## src/rtl/assert_macros.svh

```systemverilog
// assertion macros used by lslf_dp
// no dependencies
`ifndef ASSERT_MACROS_SVH
`define ASSERT_MACROS_SVH
// property that holds at every rising clock edge outside reset
`define ASSERT_CLK(label, clk_s, rst_s, prop) \
  label: assert property (@(posedge clk_s) disable iff (!rst_s) prop) \
    else $error("assertion failed");
// condition that must never be seen outside reset
`define ASSERT_NEVER(label, clk_s, rst_s, cond) \
  label: assert property (@(posedge clk_s) disable iff (!rst_s) !(cond)) \
    else $error("forbidden condition seen");
`endif

```

## src/rtl/lslf_pkg.sv

```systemverilog
// package for the least-squares line fit unit
// shared constants, types and the controller command/status structs
package lslf_pkg;

  localparam int unsigned MAX_POINTS_DEF    = 1024;
  localparam int unsigned FRACTION_BITS_DEF = 16;

  // fit status codes
  localparam logic [1:0] ST_OK  = 2'd0;
  localparam logic [1:0] ST_DEN = 2'd1;
  localparam logic [1:0] ST_SAT = 2'd2;
  localparam logic [1:0] ST_OVF = 2'd3;

  // product step select
  localparam logic [1:0] PS_NONE = 2'd0;
  localparam logic [1:0] PS_NUM1 = 2'd1;  // n*sxy and sx*sy
  localparam logic [1:0] PS_NUM0 = 2'd2;  // sy*sxx and sx*sxy
  localparam logic [1:0] PS_DEN  = 2'd3;  // n*sxx and sx*sx

  typedef enum logic [3:0] {
    S_ACC,    // accumulate points
    S_P1,     // products group 1
    S_P2,     // products group 2
    S_P3,     // products group 3 and den
    S_CHK,    // classify
    S_DSET1,  // set up slope division
    S_DIV1,
    S_DSET2,  // set up intercept division
    S_DIV2,
    S_OUT     // result waits for transfer
  } state_t;

  typedef struct packed {
    logic acc;      // accumulate accepted point
    logic clr;      // clear sums
    logic [1:0] prod; // product step select
    logic prod_en;
    logic dset;     // load divider
    logic dsel;     // 0 slope, 1 intercept
    logic dstep;    // one divider step
    logic dfin;     // store quotient
    logic chk;      // latch status
  } cmd_t;

  typedef struct packed {
    logic den_zero;
    logic ovf;
    logic div_done;
    logic mul_done;
  } sts_t;

endpackage

```

## src/rtl/lslf_ctrl.sv

```systemverilog
// controller state machine of the line fit unit
// depends on lslf_pkg
module lslf_ctrl (
  input  logic clk,
  input  logic rst_n,
  input  logic in_valid,
  input  logic in_last_point,
  output logic in_ready,
  output logic out_valid,
  input  logic out_ready,
  output lslf_pkg::cmd_t cmd,
  input  lslf_pkg::sts_t sts
);

  lslf_pkg::state_t state_r, state_nxt;

  // state register
  always_ff @(posedge clk) begin
    if (!rst_n) state_r <= lslf_pkg::S_ACC;
    else state_r <= state_nxt;
  end

  // next state
  always_comb begin
    state_nxt = state_r;
    case (state_r)
      lslf_pkg::S_ACC: begin
        if (in_valid && in_last_point) state_nxt = lslf_pkg::S_P1;
      end
      lslf_pkg::S_P1: begin
        if (sts.mul_done) state_nxt = lslf_pkg::S_P2;
      end
      lslf_pkg::S_P2: begin
        if (sts.mul_done) state_nxt = lslf_pkg::S_P3;
      end
      lslf_pkg::S_P3: begin
        if (sts.mul_done) state_nxt = lslf_pkg::S_CHK;
      end
      lslf_pkg::S_CHK: begin
        if (sts.ovf || sts.den_zero) state_nxt = lslf_pkg::S_OUT;
        else state_nxt = lslf_pkg::S_DSET1;
      end
      lslf_pkg::S_DSET1: state_nxt = lslf_pkg::S_DIV1;
      lslf_pkg::S_DIV1: begin
        if (sts.div_done) state_nxt = lslf_pkg::S_DSET2;
      end
      lslf_pkg::S_DSET2: state_nxt = lslf_pkg::S_DIV2;
      lslf_pkg::S_DIV2: begin
        if (sts.div_done) state_nxt = lslf_pkg::S_OUT;
      end
      lslf_pkg::S_OUT: begin
        if (out_ready) state_nxt = lslf_pkg::S_ACC;
      end
      default: state_nxt = lslf_pkg::S_ACC;
    endcase
  end

  // outputs
  always_comb begin
    cmd = '0;
    in_ready = 1'b0;
    out_valid = 1'b0;
    case (state_r)
      lslf_pkg::S_ACC: begin
        in_ready = 1'b1;
        cmd.acc = in_valid;
      end
      lslf_pkg::S_P1: begin
        cmd.prod = lslf_pkg::PS_NUM1;
        cmd.prod_en = 1'b1;
      end
      lslf_pkg::S_P2: begin
        cmd.prod = lslf_pkg::PS_NUM0;
        cmd.prod_en = 1'b1;
      end
      lslf_pkg::S_P3: begin
        cmd.prod = lslf_pkg::PS_DEN;
        cmd.prod_en = 1'b1;
      end
      lslf_pkg::S_CHK: cmd.chk = 1'b1;
      lslf_pkg::S_DSET1: cmd.dset = 1'b1;
      lslf_pkg::S_DIV1: begin
        cmd.dstep = 1'b1;
        cmd.dfin = sts.div_done;
      end
      lslf_pkg::S_DSET2: begin
        cmd.dset = 1'b1;
        cmd.dsel = 1'b1;
      end
      lslf_pkg::S_DIV2: begin
        cmd.dstep = 1'b1;
        cmd.dsel = 1'b1;
        cmd.dfin = sts.div_done;
      end
      lslf_pkg::S_OUT: begin
        out_valid = 1'b1;
        cmd.clr = out_ready;
      end
      default: ;
    endcase
  end

endmodule

```

## config.mk

```make
export PLATFORM = sky130hd
export DESIGN_NAME = lslf_ctrl
export DESIGN_NICKNAME = d
export VERILOG_FILES = /design/src/rtl/assert_macros.svh /design/src/rtl/lslf_pkg.sv /design/src/rtl/lslf_ctrl.sv
export SDC_FILE = /design/constraint.sdc
export NUM_CORES = 1
export LEC_CHECK = 0
export CORE_AREA = 2 2 39 41
export DETAILED_ROUTE_END_ITERATION = 7
export DIE_AREA = 0 0 41 43
export DONT_BUFFER_PORTS = 1
export PLACE_DENSITY = 0.52
export SETUP_SLACK_MARGIN = 0.3
export SLEW_MARGIN = 40
export SYNTH_ARGS = -nofsm -noshare
export SYNTH_HDL_FRONTEND = slang
export SYNTH_SLANG_ARGS = --single-unit
```

## constraint.sdc

```tcl
create_clock -name clk -period 2.1 [get_ports clk]
set_clock_uncertainty 0.15 [all_clocks]
set_input_delay 0.105 -clock clk [delete_from_list [all_inputs] [get_ports clk]]
set_output_delay 0.105 -clock clk [all_outputs]
set_load 0.01 [all_outputs]
```

==> implementation parameters, run 1 <==
Parameter                              Value

STA
  Final worst path period share ... 80.64%
  Setup repair after global routing missed its margin ... no
  Final setup margin ... 0.4065 ns
  Hold Vio Cnt, Final ... 0
  Final Critical Period ... 1.693 ns
  Peak clock frequency supported by timing ... 0.5905 GHz
  Worst relative slew slack ... 74.31%
  Slew of the pin with the lowest slew margin ... 0.3845 ns
  Final Slew Violations ... 0
  Final setup violation count ... 0
  Total negative setup slack ... 0 ns

Power
  Leakage dissipation ... 0.1689 nW
  Worst-case vdd ir drop ... 0.4994 mV
  Power density cells ... 1249 nW/um^2

Critical path
  Type of the worst setup path ... reg2out
  Start of the worst register-to-register path ... state_r[0]
  Data required, critical path ... 1.85 ns
  CP Data Arrival Time ... 1.44 ns
  CP endpoint kind ... output port
  Critical Path Start ... state_r[2]
  Launching element type of the critical path ... register
  Crit-path max FO ... 7

Clocking
  H-tree depth reported by CTS ... 1
  Clk buf depth ... 2
  Clock network latency to the later pin of the worst-skew pair ... 0.24 ns
  Total clock buffers created by CTS ... 3
  Clock transition at the registers of the reported paths ... 0.04 ns
  TritonCTS clock tree ... yes
  Setup Fix Bufs, Post-CTS ... 0
  Sink Count ... 4
  Root buffer cell ... sky130_fd_sc_hd__clkbuf_4

Placed design
  Half-perimeter wire length of the detailed placement result ... 643.2 um
  Port Buf Inserts ... 0
  Weighted congestion at the end of routability-driven global placement ... 0.7284
  Setup Slack @ Placement ... 0.3709 ns

Yosys
  Number of synthesized flops with an enable pin ... 0
  Fraction of registers with async set or reset after synthesis ... 0%
  Number of register bits inferred by synthesis ... 4
  Cell area after technology mapping ... 401.6 um^2
  Number of nets in the synthesized netlist ... 65
  Most used DFF post-synth ... sky130_fd_sc_hd__dfxtp_1
  Cell variety after synth ... 27
  Synth Warn # ... 0
  Sequential cell area fraction in the yosys report ... 19.94%
  Gate count after technology mapping ... 56
  Mapped Avg Cell Area ... 7.172 um^2

Route
  DRC violation total after the first TritonRoute iteration ... 5
  DR top layer ... met3
  Antenna viol nets, final ... 0
  Detailed-route wire length ... 864 um
  M1 wire length ... 396 um
  Detail-routed net length per standard cell ... 11.68 um
  Overall via count from detail_route ... 382
  Vias per inst ... 5.162
  Detailed route wirelength on metal2 ... 419 um
  Number of remaining DRC errors ... 0
  TritonRoute pass-1 iters ... 2
  Detailed-routed wire length on met3 ... 48 um

Finish
  Flip-flop count of the largest register, all copies and words added ... 4
  Top register by number of flip-flops ... state_r
  Fillers ... 158
  Synth-to-Final Area Change ... 12.77%
  Area taken by multi-input logic gates ... 297.8 um^2
  Fraction of layout instances using a drive strength above 1 ... 24.14%
  Fin util ... 32.73%
  Biggest regs ... state_r x4
  Antenna diode instance count ... 0
  Area occupied by registers ... 83.83 um^2
  Final nets ... 69

Hold path
  Startpoint of the tightest hold check path ... sts[1]
  Hold WC Path Type ... in2reg

GRT
  Global-route usage over all layers ... 11.23%
  Number of antenna violations at the first check in global routing ... 0
  First-pass GRT wire length ... 1373 um
  Vias in the first global route ... 337
  Pin count of the biggest net entering global routing ... 16
  GRT overflow ... 0

Run status
  Status ... finished, final reports clean

Floorplanning
  Initial cell density of the core ... 29.02%
  Height of the die ... 43 um
  Core region area ... 1384 um^2
  Overall die width ... 41 um
  Number of core rows ... 14
  Die area ... 1763 um^2
  Io pins ... 21

Run
  Number of violations of the max-capacitance limit ... 0
final timing paths:
kind | endpoint | slack (ns) | depth (start not counted)
max | cmd[1] | 0.41 | 4
min | state_r[1] | 0.03 | 3
max reg2reg | state_r[3] | 0.51 | 5
min reg2reg | state_r[1] | 0.41 | 2
where the power goes:
part           internal [W]  switching (W)
combinational      0.000151       0.000146
clock             0.0000640      0.0000323
sequential         0.000101      0.0000717
total              0.000316       0.000250
cell families after synthesis:
logic type | synth area share [%]
AND/OR/NAND/NOR | 42.68
AO/OA/AOI/OAI | 21.19
buffers and inverters | 6.541
flip-flops | 19.94
multiplexers | 7.477
XOR/XNOR | 2.181
worst max-delay path, cell delays in order, from the launching register on:
cell                      delay (ns)
sky130_fd_sc_hd__dfxtp_1        0.47
sky130_fd_sc_hd__nand2_1        0.14
sky130_fd_sc_hd__o21a_1         0.23
sky130_fd_sc_hd__nor2_2         0.16
sky130_fd_sc_hd__and2_1         0.20
cells in the final DEF (no fill, tap or decap), types with 2 or more instances in the layout:
| cell | netlist | layout |
|---|---|---|
| sky130_fd_sc_hd__nor2_1 | 8 | 7 |
| sky130_fd_sc_hd__nand2_1 | 6 | 6 |
| sky130_fd_sc_hd__o21ai_0 | 4 | 4 |
| sky130_fd_sc_hd__and2_1 | 3 | 3 |
| sky130_fd_sc_hd__a21oi_1 | 3 | 3 |
| sky130_fd_sc_hd__mux2i_1 | 3 | 3 |
| sky130_fd_sc_hd__clkbuf_4 | 0 | 3 |
| sky130_fd_sc_hd__dfxtp_2 | 0 | 3 |
| sky130_fd_sc_hd__nand2b_1 | 2 | 2 |
| sky130_fd_sc_hd__nor2_2 | 1 | 2 |
| sky130_fd_sc_hd__nor3_1 | 2 | 2 |
| sky130_fd_sc_hd__nor3b_1 | 2 | 2 |
| sky130_fd_sc_hd__buf_4 | 1 | 2 |
metrics by stage:
stage / std cells / total power [W] / area, um^2 / hold slack [ns]
4_1_cts: 74 / 0.0005702 / 449.2 / 0.03207
3_3_place_gp: 70 / 0.0004647 / 414.1 / 0.09271
3_5_place_dp: 70 / 0.0004647 / 414.1 / 0.1092
5_1_grt: 74 / 0.0006139 / 452.9 / 0.04704
6_report: 74 / 0.0005658 / 452.9 / 0.03419
2_1_floorplan: 56 / 0.0004178 / 401.6 / 0.08317
synth_stat cells (all sizes together) (2+ instances only):
library cell | n | share of area (%)
nor4 | 2 | 4.7
and2 | 3 | 4.7
mux2i | 3 | 7.5
nand2 | 6 | 5.6
nand2b | 2 | 3.1
o21ai | 5 | 7.2
nor2 | 9 | 9.0
a21oi | 3 | 3.7
nor3b | 2 | 3.7
buf | 4 | 5.6
dfxtp | 4 | 20
nor3 | 2 | 2.5
cell type report:
type | instances | area share, %
multi-input cells | 47 | 65.75
inverters | 1 | 0.8287
flip-flops and latches | 4 | 18.51
repair buffers | 3 | 5.525
clock buffers | 3 | 4.972
well taps | 16 | 4.420
timing repair:
item | CTS | global route
endpoints found under the hold margin | 4 | 0
gates resized for setup | 2 | 2
hold buffers | 1 | 0
endpoints found under the setup margin | 1 | 4
layer usage:
metal / global-route usage, % / vias up
li1: - / 200
met1: 15.06 / 171
met2: 16.56 / 11
met3: 4.712 / 0
met4: 2.000 / 0
met5: 0 / -
(Power assumes the default switching activity.)
==> inputs of run 2 (changes only) <==
--- a/config.mk
+++ b/config.mk
@@ -5,11 +5,12 @@
 export SDC_FILE = /design/constraint.sdc
 export NUM_CORES = 1
 export LEC_CHECK = 0
+export ABC_AREA = 1
 export CORE_AREA = 2 2 39 41
 export DETAILED_ROUTE_END_ITERATION = 7
 export DIE_AREA = 0 0 41 43
 export DONT_BUFFER_PORTS = 1
-export PLACE_DENSITY = 0.52
+export PLACE_DENSITY = 0.57
 export SETUP_SLACK_MARGIN = 0.3
 export SLEW_MARGIN = 40
 export SYNTH_ARGS = -nofsm -noshare
==> constraint.sdc (replaced) <==
create_clock -name clk -period 1.6 [get_ports clk]
set_clock_uncertainty 0.15 [all_clocks]
set_input_delay 0.08 -clock clk [delete_from_list [all_inputs] [get_ports clk]]
set_output_delay 0.08 -clock clk [all_outputs]
set_load 0.01 [all_outputs]
==> run 2 against run 1 <==
Net effect: critical path depth rose by 4; final cell count increased by 42%; global-route usage increased by 2.2 points; routed wire length rose by 20%; cell area rose by 32%; die area did not move; clock power grew 26%; synthesized cell count grew 45%; first-iteration DRC count unchanged; area after synthesis grew 17%; largest power group unchanged.
==> implementation parameters, run 2 <==
Parameter                              Value

Run status
  Status ... finished, final reports clean

Yosys
  Cell types occupying the most area after synthesis ... sky130_fd_sc_hd__dfxtp_1 17%, sky130_fd_sc_hd__nand2_1 15%, sky130_fd_sc_hd__inv_1 11%
  Gate count after technology mapping ... 81
  Number of synthesized flops with an enable pin ... 0
  Post-synthesis cell type with the largest combined area ... sky130_fd_sc_hd__dfxtp_1
  Fraction of registers with async set or reset after synthesis ... 0%
  Number of nets in the synthesized netlist ... 90
  Fraction of post-synthesis cell area in the top cell type by area ... 17.02%
  Cell area after technology mapping ... 470.5 um^2
  Most used DFF post-synth ... sky130_fd_sc_hd__dfxtp_1
  Synth top cells by count ... 19 x sky130_fd_sc_hd__nand2_1, 14 x sky130_fd_sc_hd__inv_1, 13 x sky130_fd_sc_hd__nor2_1, 5 x sky130_fd_sc_hd__nand3_1
  Cell variety after synth ... 20
  Sequential cell area fraction in the yosys report ... 17.02%
  Number of register bits inferred by synthesis ... 4
  Synth Warn # ... 0
  Mapped Avg Cell Area ... 5.808 um^2
  Top-count cell post-synth ... sky130_fd_sc_hd__nand2_1

Clocking
  Root buffer cell ... sky130_fd_sc_hd__clkbuf_4
  Clk buf depth ... 2
  H-tree depth reported by CTS ... 1
  Total clock buffers created by CTS ... 3
  Clock transition at the registers of the reported paths ... 0.03 ns
  TritonCTS clock tree ... yes
  Sink Count ... 4
  Clock network latency to the later pin of the worst-skew pair ... 0.23 ns

Placed design
  Port Buf Inserts ... 0
  Half-perimeter wire length of the detailed placement result ... 802.5 um
  Weighted congestion at the end of routability-driven global placement ... 0.8057
  # placed instances ... 96
  Placed Area ... 479.2 um^2

Finish
  Flip-flop count of the largest register, all copies and words added ... 4
  Final nets ... 100
  Commonest cells after routing, fill and taps aside ... 18 x sky130_fd_sc_hd__nand2_1, 13 x sky130_fd_sc_hd__inv_1, 10 x sky130_fd_sc_hd__nor2_1, 5 x sky130_fd_sc_hd__nor2_2, 5 x sky130_fd_sc_hd__nand3_1
  Most common cell after layout, fill and taps aside ... sky130_fd_sc_hd__nand2_1
  Fin util ... 43.31%
  Fraction of layout instances using a drive strength above 1 ... 38.20%
  Biggest regs ... state_r x4
  Number of standard cells in the layout, taps in and fillers out ... 105
  Top register by number of flip-flops ... state_r
  Final cell area excluding filler cells ... 599.3 um^2
  Synth-to-Final Area Change ... 27.39%
  Antenna diode instance count ... 0

STA
  Final hold slack ... 0.09433 ns
  Worst relative slew slack ... 85.13%
  Slew of the pin with the lowest slew margin ... 0.2230 ns
  Final Slew Violations ... 0
  Total negative setup slack ... 0 ns
  Final Critical Period ... 1.381 ns
  Final setup violation count ... 0
  Setup repair after global routing missed its margin ... yes
  Hold Vio Cnt, Final ... 0
  Peak clock frequency supported by timing ... 0.7244 GHz
  Final worst path period share ... 86.28%

Power
  Leakage dissipation ... 0.3227 nW
  Worst-case vdd ir drop ... 0.5017 mV
  Switching Share ... 52.67%
  Total internal power ... 0.0005932 W
  Portion of total power attributed to combinational logic ... 72.0%
  Clock power share ... 9.7%
  Power dissipated by switching net loads ... 0.0006601 W
  Power density cells ... 2091 nW/um^2
  Sequential power share ... 18.3%

Critical path
  Cell with the most instances on the worst path ... sky130_fd_sc_hd__nand2_1
  Levels on crit path ... 8
  Cell count of the worst reg-to-reg path ... 8
  Master of the slowest instance on the critical path ... sky130_fd_sc_hd__dfxtp_2
  Start of the worst register-to-register path ... state_r[3]
  CP endpoint kind ... register
  Endpoint of the most critical register-to-register path ... state_r[3]
  Crit-path max FO ... 6
  Data required, critical path ... 1.62 ns
  CP Data Arrival Time ... 1.40 ns
  Setup slack of the most critical reg-to-reg path ... 0.22 ns
  Chain of cells forming the critical path ... buf_6, nor2_8, inv_2, o21ai_2, nor2_1, nand2_1, nand2_1, nor2_2
  Worst path max stage delay ... 0.33 ns
  Launching element type of the critical path ... register
  WP buf/inv ... 2
  Family of cells with the greatest summed delay on the critical path ... simple AND/OR/NAND/NOR gates
  Critical path destination ... state_r[3]
  Critical Path Start ... state_r[3]
  Type of the worst setup path ... reg2reg

Route
  DRC violation total after the first TritonRoute iteration ... 5
  Antenna viol nets, final ... 0
  Number of remaining DRC errors ... 0
  Detailed-route wire length ... 1036 um
  Vias per inst ... 4.695
  Detail-routed net length per standard cell ... 9.867 um
  TritonRoute pass-1 iters ... 4
  Overall via count from detail_route ... 493

Floorplanning
  Die area ... 1763 um^2
  Number of core rows ... 14
  Io pins ... 21
  Core region area ... 1384 um^2
  Overall die width ... 41 um
  Initial cell density of the core ... 34.00%
  Height of the die ... 43 um

GRT
  Global-route usage over all layers ... 13.44%
  Vias in the first global route ... 424
  GRT overflow ... 0
  Pin count of the biggest net entering global routing ... 9
  First-pass GRT wire length ... 1614 um
  Number of antenna violations at the first check in global routing ... 0

Hold path
  Hold WC Path Type ... in2reg

Run
  Number of violations of the max-capacitance limit ... 0
==> run 2: cell count changes after synthesis, moves of 4 or more <==
cell,previous run,this run
sky130_fd_sc_hd__nand2_1,6,19
sky130_fd_sc_hd__o21ai_0,4,0
sky130_fd_sc_hd__nand3_1,0,5
sky130_fd_sc_hd__inv_1,1,14
sky130_fd_sc_hd__nor2_1,8,13
==> run 2: what timing repair did <==
action                                  4_1_cts  5_1_grt
endpoints found under the setup margin       13       12
hold buffers                                  2        0
setup buffers                                 3        1
resized for setup                            10        7
endpoints found under the hold margin         4        0
pin swaps                                     2        5
==> run 2: layout make-up <==
type                            count  area (um^2)
Timing Repair Buffer                7        65.06
Tap cell                           16        20.02
Fill cell                         147        784.5
Sequential cell                     4        87.58
Multi-Input combinational cell     57        336.6
Clock buffer                        3        22.52
Inverter                           18        67.56
==> run 2: kinds of logic after synthesis <==
family	share of synthesized area, %
and+or+nand+nor	56.38
AOI/OAI and AO/OA	8.245
DFF	17.02
buffers and inverters	18.35
==> run 2: power by group through the flow <==
stage / Combinational, W / Clock (W) / Sequential [W]
finish: 0.000903 / 0.000121 / 0.000229
global route: 0.000997 / 0.000138 / 0.000239
CTS: 0.000839 / 0.000128 / 0.000230
detailed placement: 0.000717 / 0 / 0.000218
global placement: 0.000720 / 0 / 0.000217
floorplan: 0.000680 / 0 / 0.000174
==> run 2: per-stage QoR <==
step                power (W)  setup WS, ns
global route         0.001374        0.1657
finish               0.001253        0.2195
global placement    0.0009362        0.1946
floorplan           0.0008535        0.3262
detailed placement  0.0009355        0.1621
CTS                  0.001197        0.2337
==> run 2: worst min-delay path, delay by kind of cell <==
kind / cells / cell delay [ns]
compound gates: 1 / 0.10
simple gates: 4 / 0.23
buf+inv: 1 / 0.04
==> run 2: worst min-delay path by stage <==
stage             start    endpoint  slack, ns  cells past startpoint
6_report         sts[3]  state_r[3]       0.09                      6
5_1_grt        in_valid      cmd[9]       0.13                      2
4_1_cts        in_valid      cmd[9]       0.10                      2
3_5_place_dp      rst_n  state_r[1]       0.06                      2
3_3_place_gp      rst_n  state_r[1]       0.06                      2
2_1_floorplan     rst_n  state_r[1]       0.05                      2
==> run 2: layer usage <==
metal / global-route usage [%] / wire length, um / vias to the layer above
met5: 0 / 0 / -
li1: - / - / 259
met1: 14.10 / 455 / 219
met4: 6.000 / 0 / 0
met3: 3.141 / 44 / 0
met2: 23.44 / 536 / 15
